$ cat config.mk
export PLATFORM = sky130hd
export DESIGN_NAME = timer_queue_engine
export DESIGN_NICKNAME = d
export VERILOG_FILES = /design/src/tqe_pkg.sv /design/src/tqe_ctrl.sv /design/src/tqe_dp.sv /design/src/timer_queue_engine.sv
export SDC_FILE = /design/constraint.sdc
export NUM_CORES = 2
export LEC_CHECK = 0
export ABC_AREA = 1
export BUFFER_PORTS_ARGS = -buffer_cell sky130_fd_sc_hd__buf_4
export CAP_MARGIN = 0
export CORE_MARGIN = 3
export CORE_UTILIZATION = 25
export CTS_BUF_LIST = sky130_fd_sc_hd__clkbuf_4
export DETAILED_ROUTE_END_ITERATION = 7
export HOLD_SLACK_MARGIN = 0.05
export SLEW_MARGIN = 20
export SYNTH_ARGS = -nofsm -noshare
export SYNTH_HDL_FRONTEND = slang
export SYNTH_SLANG_ARGS = --single-unit
$ cat constraint.sdc
create_clock -name clk -period 18.3 [get_ports clk]
set_clock_uncertainty 0.1 [all_clocks]
set_input_delay 3.66 -clock clk [delete_from_list [all_inputs] [get_ports clk]]
set_output_delay 3.66 -clock clk [all_outputs]
set_load 0.01 [all_outputs]
$ cat src/tqe_pkg.sv
`default_nettype none
package tqe_pkg;
  localparam int NUM_TIMERS = 16;
  localparam int MAX_FIRE = 15;
  localparam int TIME_BITS = 48;
  localparam int SLOT_W = $clog2(NUM_TIMERS);
  localparam int CNT_W = 7;

  typedef enum logic [1:0] {
    OP_ADD = 2'd0,
    OP_CANCEL = 2'd1,
    OP_TICK = 2'd2,
    OP_NONE = 2'd3
  } op_t;

  typedef enum logic [1:0] {
    RK_ADD = 2'd0,
    RK_CANCEL = 2'd1,
    RK_FIRED = 2'd2,
    RK_DONE = 2'd3
  } rkind_t;

  typedef enum logic [1:0] {
    ST_IDLE,
    ST_SCAN,
    ST_ACT,
    ST_WAIT
  } state_t;

  typedef struct packed {
    logic load;
    logic scan_clr;
    logic scan_step;
    logic act;
    logic emit;
  } tqe_cmd_t;

  typedef struct packed {
    logic scan_last;
    rkind_t kind;
    logic idle_op;
  } tqe_stat_t;
endpackage
`default_nettype wire

$ cat src/tqe_ctrl.sv
`default_nettype none
module tqe_ctrl import tqe_pkg::*; (
  input  wire logic      clk,
  input  wire logic      rst_n,
  input  wire logic      in_valid,
  output logic           in_stall,
  input  wire logic      out_stall,
  output logic           out_valid,
  input  wire tqe_stat_t st,
  output tqe_cmd_t       cmd
);
  state_t state_r, state_nxt;

  always_ff @(posedge clk) begin
    if (!rst_n) begin
      state_r <= ST_IDLE;
    end else begin
      state_r <= state_nxt;
    end
  end

  always_comb begin
    state_nxt = state_r;
    cmd = '0;
    in_stall = 1'b1;
    out_valid = 1'b0;
    case (state_r)
      ST_IDLE: begin
        in_stall = 1'b0;
        if (in_valid) begin
          cmd.load = 1'b1;
          cmd.scan_clr = 1'b1;
          state_nxt = ST_SCAN;
        end
      end
      ST_SCAN: begin
        if (st.idle_op) begin
          state_nxt = ST_IDLE;
        end else begin
          cmd.scan_step = 1'b1;
          if (st.scan_last) state_nxt = ST_ACT;
        end
      end
      ST_ACT: begin
        cmd.act = 1'b1;
        state_nxt = ST_WAIT;
      end
      ST_WAIT: begin
        out_valid = 1'b1;
        if (!out_stall) begin
          cmd.emit = 1'b1;
          if (st.kind == RK_FIRED) begin
            cmd.scan_clr = 1'b1;
            state_nxt = ST_SCAN;
          end else begin
            state_nxt = ST_IDLE;
          end
        end
      end
      default: state_nxt = ST_IDLE;
    endcase
  end
endmodule
`default_nettype wire

$ cat src/tqe_dp.sv
`default_nettype none
module tqe_dp import tqe_pkg::*; (
  input  wire logic        clk,
  input  wire logic        rst_n,
  input  wire tqe_cmd_t    cmd,
  output tqe_stat_t        st,
  input  wire logic [1:0]  in_op,
  input  wire logic [47:0] in_expire_at,
  input  wire logic [31:0] in_period,
  input  wire logic [31:0] in_cancel_id,
  input  wire logic [47:0] in_now_time,
  output logic [1:0]       out_result_kind,
  output logic [31:0]      out_timer_id,
  output logic             out_success,
  output logic [6:0]       out_fire_count,
  output logic             out_more_pending,
  output logic             out_last
);
  localparam logic [TIME_BITS-1:0] TMAX = '1;

  logic [NUM_TIMERS-1:0] valid_r;
  logic [31:0]           id_mem   [NUM_TIMERS];
  logic [TIME_BITS-1:0]  exp_mem  [NUM_TIMERS];
  logic [31:0]           per_mem  [NUM_TIMERS];

  logic [1:0]           op_r;
  logic [TIME_BITS-1:0] tval_r;
  logic [31:0]          per_r, key_r, ctr_r, newid;
  logic [SLOT_W-1:0]    idx_r;
  logic                 hit_r, free_r;
  logic [SLOT_W-1:0]    hit_slot_r, free_slot_r;
  logic                 best_r;
  logic [SLOT_W-1:0]    best_slot_r;
  logic [TIME_BITS-1:0] best_exp_r;
  logic [31:0]          best_id_r, best_per_r;
  logic [CNT_W-1:0]     cnt_r;
  logic [1:0]           okind_r;
  logic [31:0]          oid_r;
  logic                 ook_r, omore_r;

  // Registered read port: the slot addressed in one scan cycle is compared
  // in the next one.
  logic                 rd_ok_r, rd_v_r;
  logic [SLOT_W-1:0]    rd_slot_r;
  logic [31:0]          rd_id_r, rd_per_r;
  logic [TIME_BITS-1:0] rd_exp_r;

  function automatic logic [31:0] inc_nz(input logic [31:0] v);
    logic [31:0] t;
    t = v + 32'd1;
    if (t == '0) t = 32'd1;
    return t;
  endfunction

  assign newid = inc_nz(inc_nz(ctr_r));

  logic due, better;
  assign due = rd_v_r && (rd_exp_r <= tval_r);
  assign better = !best_r || (rd_exp_r < best_exp_r) ||
                  ((rd_exp_r == best_exp_r) && (rd_id_r < best_id_r));

  logic [TIME_BITS:0] sum;
  assign sum = {1'b0, best_exp_r} + {{(TIME_BITS-31){1'b0}}, best_per_r};

  assign st.scan_last = rd_ok_r && (rd_slot_r == SLOT_W'(NUM_TIMERS-1));
  assign st.kind = rkind_t'(okind_r);
  assign st.idle_op = (op_r == OP_NONE);

  always_ff @(posedge clk) begin
    if (!rst_n) begin
      valid_r <= '0;
      ctr_r <= '0;
      op_r <= OP_NONE;
    end else begin
      if (cmd.load) begin
        op_r <= in_op;
        if (in_op == OP_ADD) ctr_r <= newid;
      end
      if (cmd.act) begin
        case (op_r)
          OP_ADD: if (free_r && !hit_r) valid_r[free_slot_r] <= 1'b1;
          OP_CANCEL: if (hit_r) valid_r[hit_slot_r] <= 1'b0;
          OP_TICK: if (best_r && cnt_r != CNT_W'(MAX_FIRE) && best_per_r == '0)
            valid_r[best_slot_r] <= 1'b0;
          default: ;
        endcase
      end
      if (cmd.emit) op_r <= (okind_r == RK_FIRED) ? OP_TICK : OP_NONE;
    end
  end

  always_ff @(posedge clk) begin
    if (cmd.load) begin
      tval_r <= (in_op == OP_ADD) ? in_expire_at[TIME_BITS-1:0]
                                  : in_now_time[TIME_BITS-1:0];
      per_r <= in_period;
      key_r <= (in_op == OP_ADD) ? newid : in_cancel_id;
      cnt_r <= '0;
    end
    if (cmd.scan_clr) begin
      idx_r <= '0;
      rd_ok_r <= 1'b0;
      hit_r <= 1'b0;
      free_r <= 1'b0;
      best_r <= 1'b0;
    end
    if (cmd.scan_step) begin
      idx_r <= idx_r + SLOT_W'(1);
      rd_ok_r <= 1'b1;
      rd_slot_r <= idx_r;
      rd_v_r <= valid_r[idx_r];
      rd_id_r <= id_mem[idx_r];
      rd_exp_r <= exp_mem[idx_r];
      rd_per_r <= per_mem[idx_r];
      if (rd_ok_r) begin
        if (rd_v_r && rd_id_r == key_r && !hit_r) begin
          hit_r <= 1'b1;
          hit_slot_r <= rd_slot_r;
        end
        if (!rd_v_r && !free_r) begin
          free_r <= 1'b1;
          free_slot_r <= rd_slot_r;
        end
        if (due && better) begin
          best_r <= 1'b1;
          best_slot_r <= rd_slot_r;
          best_exp_r <= rd_exp_r;
          best_id_r <= rd_id_r;
          best_per_r <= rd_per_r;
        end
      end
    end
    if (cmd.act) begin
      ook_r <= 1'b0;
      oid_r <= '0;
      omore_r <= 1'b0;
      case (op_r)
        OP_ADD: begin
          okind_r <= RK_ADD;
          if (free_r && !hit_r) begin
            id_mem[free_slot_r] <= key_r;
            exp_mem[free_slot_r] <= tval_r;
            per_mem[free_slot_r] <= per_r;
            oid_r <= key_r;
            ook_r <= 1'b1;
          end
        end
        OP_CANCEL: begin
          okind_r <= RK_CANCEL;
          ook_r <= hit_r;
        end
        default: begin
          if (best_r && cnt_r != CNT_W'(MAX_FIRE)) begin
            okind_r <= RK_FIRED;
            oid_r <= best_id_r;
            cnt_r <= cnt_r + CNT_W'(1);
            if (best_per_r != '0)
              exp_mem[best_slot_r] <= sum[TIME_BITS] ? TMAX : sum[TIME_BITS-1:0];
          end else begin
            okind_r <= RK_DONE;
            omore_r <= best_r;
          end
        end
      endcase
    end
    if (!rst_n) cnt_r <= '0;
  end

  assign out_result_kind = okind_r;
  assign out_timer_id = oid_r;
  assign out_success = ook_r;
  assign out_fire_count = (okind_r == RK_DONE) ? cnt_r : '0;
  assign out_more_pending = omore_r;
  assign out_last = (okind_r != RK_FIRED);

`ifndef SYNTHESIS
  a_cnt: assert property (@(posedge clk) disable iff (!rst_n)
    cnt_r <= CNT_W'(MAX_FIRE)) else $error("fire count over limit");
  a_ctr: assert property (@(posedge clk) disable iff (!rst_n)
    cmd.load && in_op == OP_ADD |=> ctr_r != '0) else $error("zero id");
  a_ok: assert property (@(posedge clk) disable iff (!rst_n)
    $past(cmd.act) && ook_r && okind_r == RK_ADD |-> oid_r != '0)
    else $error("add ok with zero id");
`endif
endmodule
`default_nettype wire

$ cat src/timer_queue_engine.sv
`default_nettype none
// Timer queue engine: a table of NUM_TIMERS one-shot or periodic timers.
// Input channel (in_valid/in_stall) carries one item: op add, cancel or tick
// with its expiry, period, id and current time. Result channel
// (out_valid/out_stall) returns one item per add or cancel, and for a tick
// one item per fired timer followed by a tick-done item with the count.
// out_last marks the final result of each input item; op 3 gives none.
// Every add, cancel or tick walks the table one slot per cycle through a
// single registered read port on the slot store, and a tick walks it again
// for each fired timer and once more for the tick-done item.
// One item is processed at a time; in_stall is high until its last result
// has been taken. A stalled result is held in the output register, and the
// engine waits. Synchronous active-low reset empties the table and clears
// the id counter; no clearing pass is needed.
module timer_queue_engine import tqe_pkg::*; (
  input  wire logic        clk,
  input  wire logic        rst_n,
  input  wire logic        in_valid,
  output logic             in_stall,
  input  wire logic [1:0]  in_op,
  input  wire logic [47:0] in_expire_at,
  input  wire logic [31:0] in_period,
  input  wire logic [31:0] in_cancel_id,
  input  wire logic [47:0] in_now_time,
  output logic             out_valid,
  input  wire logic        out_stall,
  output logic [1:0]       out_result_kind,
  output logic [31:0]      out_timer_id,
  output logic             out_success,
  output logic [6:0]       out_fire_count,
  output logic             out_more_pending,
  output logic             out_last
);
  tqe_cmd_t  cmd;
  tqe_stat_t st;

  tqe_ctrl u_ctrl (
    .clk(clk), .rst_n(rst_n), .in_valid(in_valid), .in_stall(in_stall),
    .out_stall(out_stall), .out_valid(out_valid), .st(st), .cmd(cmd)
  );

  tqe_dp u_dp (
    .clk(clk), .rst_n(rst_n), .cmd(cmd), .st(st),
    .in_op(in_op), .in_expire_at(in_expire_at), .in_period(in_period),
    .in_cancel_id(in_cancel_id), .in_now_time(in_now_time),
    .out_result_kind(out_result_kind), .out_timer_id(out_timer_id),
    .out_success(out_success), .out_fire_count(out_fire_count),
    .out_more_pending(out_more_pending), .out_last(out_last)
  );
endmodule
`default_nettype wire
==> After elaboration in Yosys (flattened, before gate mapping) <==
Memory sizes are Yosys's and may differ from the RTL's. A register that Yosys moved wholly into a read port is not among the register bits.
Index checks and enable logic that the tools add are counted.
{ "word_totals": {"regBits": 344, "mem_bits_rw": 1792, "inputBits": 166, "n_memories": 3} }
{ "classes": {"add_sub_neg": 5, "n_lt_le_gt_ge": 10, "n_eq_ne": 19, "mux": 75, "bitwise": 5, "n_reduce_logical": 38} }
{ "mem_list": {"columns": ["name", "words", "word_bits", "rd", "rd_ports_with_merged_regs", "wr", "line_no", "text"], "rows": [
  ["u_dp.exp_mem", 16, 48, 1, 1, 1, "tqe_dp.sv:23", "logic [TIME_BITS-1:0] exp_mem [NUM_TIMERS];"],
  ["u_dp.id_mem", 16, 32, 1, 1, 1, "tqe_dp.sv:22", "logic [31:0] id_mem [NUM_TIMERS];"],
  ["u_dp.per_mem", 16, 32, 1, 1, 1, "tqe_dp.sv:24", "logic [31:0] per_mem [NUM_TIMERS];"]
]} }
{ "ops": {"columns": ["op", "count"], "rows": [
  ["32-bit two-way mux", 5],
  ["48-bit two-way mux", 3],
  ["32-bit zero test", 3],
  ["32-bit by 1-bit adder with 32-bit output, second input constant", 2],
  ["32-bit case mux with 2 select lines", 1],
  ["48-bit by 32-bit adder with 49-bit output", 1],
  ["48-bit equality test", 1],
  ["48-bit <= comparator", 1],
  ["48-bit less-than comparator", 1],
  ["16-bit two-way mux", 3],
  ["16-bit case mux with 3 select lines", 1],
  ["48-bit OR reduction", 1],
  ["1-bit two-way mux", 39],
  ["7-bit two-way mux", 5],
  ["16-bit bitwise AND", 2],
  ["32-bit equality test", 1],
  ["32-bit less-than comparator", 1],
  ["16-bit inverter", 2],
  ["32-bit nonzero test", 1],
  ["4-bit by 5-bit less-than comparator with 1-bit output, second input constant", 4],
  ["16-bit bitwise OR", 1],
  ["2-bit two-way mux", 7],
  ["1-bit logical AND", 13],
  ["1-bit demux with 4-bit select", 3],
  ["25 further kinds", 50]
]} }

==> Logic depth before layout (Yosys ltp) <==
{ "logic_depth": {"depth_word": 8, "mapped_depth": 34, "ltp_nobuf": 34} }

==> Modules after synthesis <==
Synthesis repeated with hierarchy kept, for this count alone.
{ "unflattened": {"hier_cells": 7637, "hier_area_um2": 96656.5} }
{ "modules_own_cells": {"columns": ["module", "instances", "cells_per_inst", "area_per_inst_um2"], "rows": [
  ["tqe_dp", 1, 7596, 96407.5],
  ["tqe_ctrl", 1, 41, 249.0]
]} }

==> Worst setup path before layout <==
Ideal clock, no wire load.
{ "synth_timing": {"kind": "flip-flop to flip-flop", "start": "register with a tool-made name", "end": "register u_dp.best_exp_r[0], enable pin", "setup_ns": 0.469, "t_arrival_ns": 8.754, "required_time_ns": 17.731, "setup_slack_ns": 8.976, "stages_incl_launch_ff": 9, "n_path_buf": 0, "period_less_slack_ns": 9.324, "cell_sequence": "dfxtp_1 > inv_1 > ha_1 > inv_1 > nor2_1 > nand2_1 > nor2_1 > nand3_1 > inv_1"} }
{ "synth_rtl": {"columns": ["element", "line_no", "text"], "rows": [
  ["to (signal assigned)", "tqe_dp.sv:127", "best_exp_r <= rd_exp_r;"],
  ["to (decl)", "tqe_dp.sv:34", "logic [TIME_BITS-1:0] best_exp_r;"]
]} }

==> Worst setup path in the final report <==
{ "layout_timing": {"start": "register u_ctrl.state_r[0]", "end": "output port in_stall"} }
{ "layout_via": {"elab_chain_len": 2} }
{ "layout_lines": {"columns": ["element", "line_no", "text"], "rows": [
  ["from (decl)", "tqe_ctrl.sv:12", "state_t state_r, state_nxt;"],
  ["from (signal assigned)", "tqe_ctrl.sv:18", "state_r <= state_nxt;"],
  ["2-bit zero test", "tqe_ctrl.sv:27", "case (state_r)"],
  ["1-bit two-way mux", "tqe_ctrl.sv:27", null],
  ["to (decl)", "timer_queue_engine.sv:19", "output logic in_stall,"]
]} }
No other way between the ends.

==> impl_metrics.json <==
{
  "status": "completed",
  "synth_top_area_share_pct": 70.1,
  "peakVddDrop_uv": 157,
  "grt_pass1_vias": 61400,
  "drtPass1Iterations": 8,
  "dp_slack_ns": 11.95,
  "grt_util_all_layers_pct": 14.8,
  "post_layout_nonfiller_instances": 13500,
  "timing.final.crit_share_pct": 32.9,
  "drtAntennaViolNets": 0,
  "yosysMostFrequentCell": "edfxtp_1",
  "yosys_register_bits": 2248,
  "synth.avg_cell_area_um2": 12.2,
  "root_buffer": "clkbuf_4",
  "p_leak_nw": 37.4,
  "numCtsBuffers": 579,
  "required_ns": 14.54,
  "grt_max_degree": 191,
  "fin_ws_ns": 12.28,
  "finalSetupViolCount": 0,
  "async_flop_share_pct": 0,
  "cts.reportedPaths.clkPinSlew_ns": 0.07,
  "ys_warn_count": 0,
  "wl_per_cell_um": 21.7,
  "critPathKind": "flip-flop to output port",
  "antenna_found_initial": 21,
  "initial_core_util_pct": 25.1,
  "hold_buffers": 0,
  "die_x_um": 618,
  "cts_tree": "done",
  "gr-total-overflow": 0,
  "min_to": "u_dp.best_per_r[13]",
  "syn-num-nets": 8000,
  "yosysSeqAreaShare_pct": 71.4,
  "global_route.usage.met3_pct": 2.89,
  "power-per-cell-area_mw_per_mm2": 136,
  "ioPinCount": 212,
  "fillers": 38000,
  "hp-class": "flip-flop to flip-flop",
  "netlist_instances": 7661,
  "post-route-util_pct": 29.1,
  "hold_path.startpoint": "u_dp.rd_per_r[13]",
  "grtUsageMet2_pct": 23.5,
  "cts.sinks": 2248,
  "register_area_mm2": 0.0669,
  "setup_tns_ns": 0,
  "synth_area_mm2": 0.0936,
  "cp.arrival_ns": 2.26,
  "ys_types": 51,
  "insertion_delay_ns": 1.32,
  "gp_routability_congestion": 0.891,
  "relSlewSlack_pct": 19.0,
  "vias_per_cell": 4.77,
  "top_usage_layer": "met2",
  "hpwl_mm": 165,
  "end_kind": "output port",
  "die_area_mm2": 0.382,
  "whs_path_depth": 0,
  "cp-start-kind": "flip-flop",
  "ys.flop_type": "edfxtp_1",
  "fp.dieH_um": 618,
  "rsz0062_at_grt": "no",
  "reg2reg_to": "u_dp.exp_mem[12][2]",
  "post_cts_buffers": 0,
  "std_cell_rows": 224,
  "finalCriticalPeriod_ns": 6.02,
  "grt_pass1_wl_mm": 419,
  "hold_viol_final": 0,
  "ff2ff_setup_slack_ns": 12.29,
  "drc_errors": 0,
  "tightest_slew_ns": 1.21,
  "dp_cells": 12600,
  "synthTopCellsByCount": "edfxtp_1, nand2_1, nor2_1, o21ai_0, a21oi_1",
  "postCtsResizedCells": 0,
  "drv_cap": 0,
  "area_growth_pct": 15.8,
  "multi_input_area_mm2": 0.0240,
  "drive_above_1_share_pct": 15.6,
  "yosys.area.top_type": "edfxtp_1",
  "reg2reg_depth": 17,
  "htreeDepth": 6,
  "grt_util_met1_pct": 20.2,
  "synth-edff-count": 2185,
  "synth_area_leaders": "edfxtp_1, nand2_1, o21ai_0, nor2_1, a21oi_1",
  "layout.nets": 8505,
  "io_buffers": 211,
  "drv_slew": 0,
  "clock_path_buffers": 4,
  "crit_fanout": 6,
  "rr_startpoint": "u_dp.best_exp_r[0]",
  "vias": 64500,
  "drtIter0Drc": 7431,
  "core-area_mm2": 0.372,
  "finalWirelength_mm": 293,
  "fmax_mhz": 166
}
[area by class of cell]
cell class / count / share of cell area (%)
flip-flops and latches: 2248 / 61.7
multi-input cells: 4602 / 22.2
well taps: 4972 / 5.74
clock buffers: 814 / 5.64
repair buffers: 320 / 2.28
inverters: 415 / 1.49
clock inverters: 141 / 0.943
diodes: 13 / 0.0300
[placed cells by master, fill, tap and decap left out, types with 63 or more instances in the layout]
cell,instances
o22ai_1,155
buf_4,315
nand2_1,1417
clkinv_1,81
ha_1,171
a21oi_1,421
edfxtp_1,2185
nor2_1,706
a221oi_1,132
inv_1,392
o221ai_1,100
clkbuf_4,814
o21ai_0,724
nand4_1,145
nand3_1,269
dfxtp_1,63
[metal layers]
| layer | wire [um] | share of wire (%) | up-vias |
|---|---|---|---|
| li1 | - | - | 29300 |
| met1 | 124000 | 42 | 31700 |
| met2 | 134000 | 46 | 3095 |
| met3 | 26400 | 9.0 | 459 |
| met4 | 8480 | 2.9 | 10 |
| met5 | 82 | 0.028 | - |
[flip-flops by register name (all words and copies together), names as in the netlist, 48 cells and up, named ones only]
register and flops:
u_dp.per_mem 512, u_dp.best_exp_r 48, u_dp.exp_mem 768, u_dp.rd_exp_r 48, u_dp.id_mem 512, u_dp.tval_r 48
[through the flow]
step           total power [mW]  hold slack (ns)  instance area (um^2)
4_1_cts                    14.8            0.321                108000
3_3_place_gp               10.4            0.303                101000
2_1_floorplan              8.87            0.300                 93600
6_report                   14.7            0.313                108000
3_5_place_dp               10.5            0.309                101000
5_1_grt                    15.5            0.319                108000
[where the power goes]
part	switching, mW	internal, mW	leakage [nW]
clock	2.06	2.25	4.24
combinational	2.88	1.00	12.9
sequential	0.333	6.21	20.3
[worst max-delay path, cell delays in order (launching register included)]
cell and delay, ns:
dfxtp_1 0.42, inv_1 0.11, ha_1 0.22, inv_1 0.09, buf_4 0.15
[logic make-up after synthesis]
kind of cell / share of synthesized area (%)
DFF: 71.4
AOI/OAI and AO/OA: 10.2
and+or+nand+nor: 12.1
buffers and inverters: 3.26
adders and majority gates: 2.32
xor gates and xnor gates: 0.654
[worst max path at each step]
| stage | cells after the start | slack (ns) | start | endpoint |
|---|---|---|---|---|
| final | 4 | 12.28 | u_ctrl.state_r[0] | in_stall |
| after detailed placement | 9 | 11.95 | in_op[1] | u_dp.ctr_r[14] |
| after floorplan | 8 | 8.98 | flip-flop | u_dp.best_exp_r[0] |
| after global routing | 17 | 12.02 | u_dp.best_exp_r[0] | u_dp.exp_mem[11][4] |
| after CTS | 3 | 12.05 | u_dp.out_result_kind[0] | out_last |
| after global placement | 9 | 11.94 | in_op[1] | u_dp.ctr_r[8] |
(Power assumes the default switching activity.)
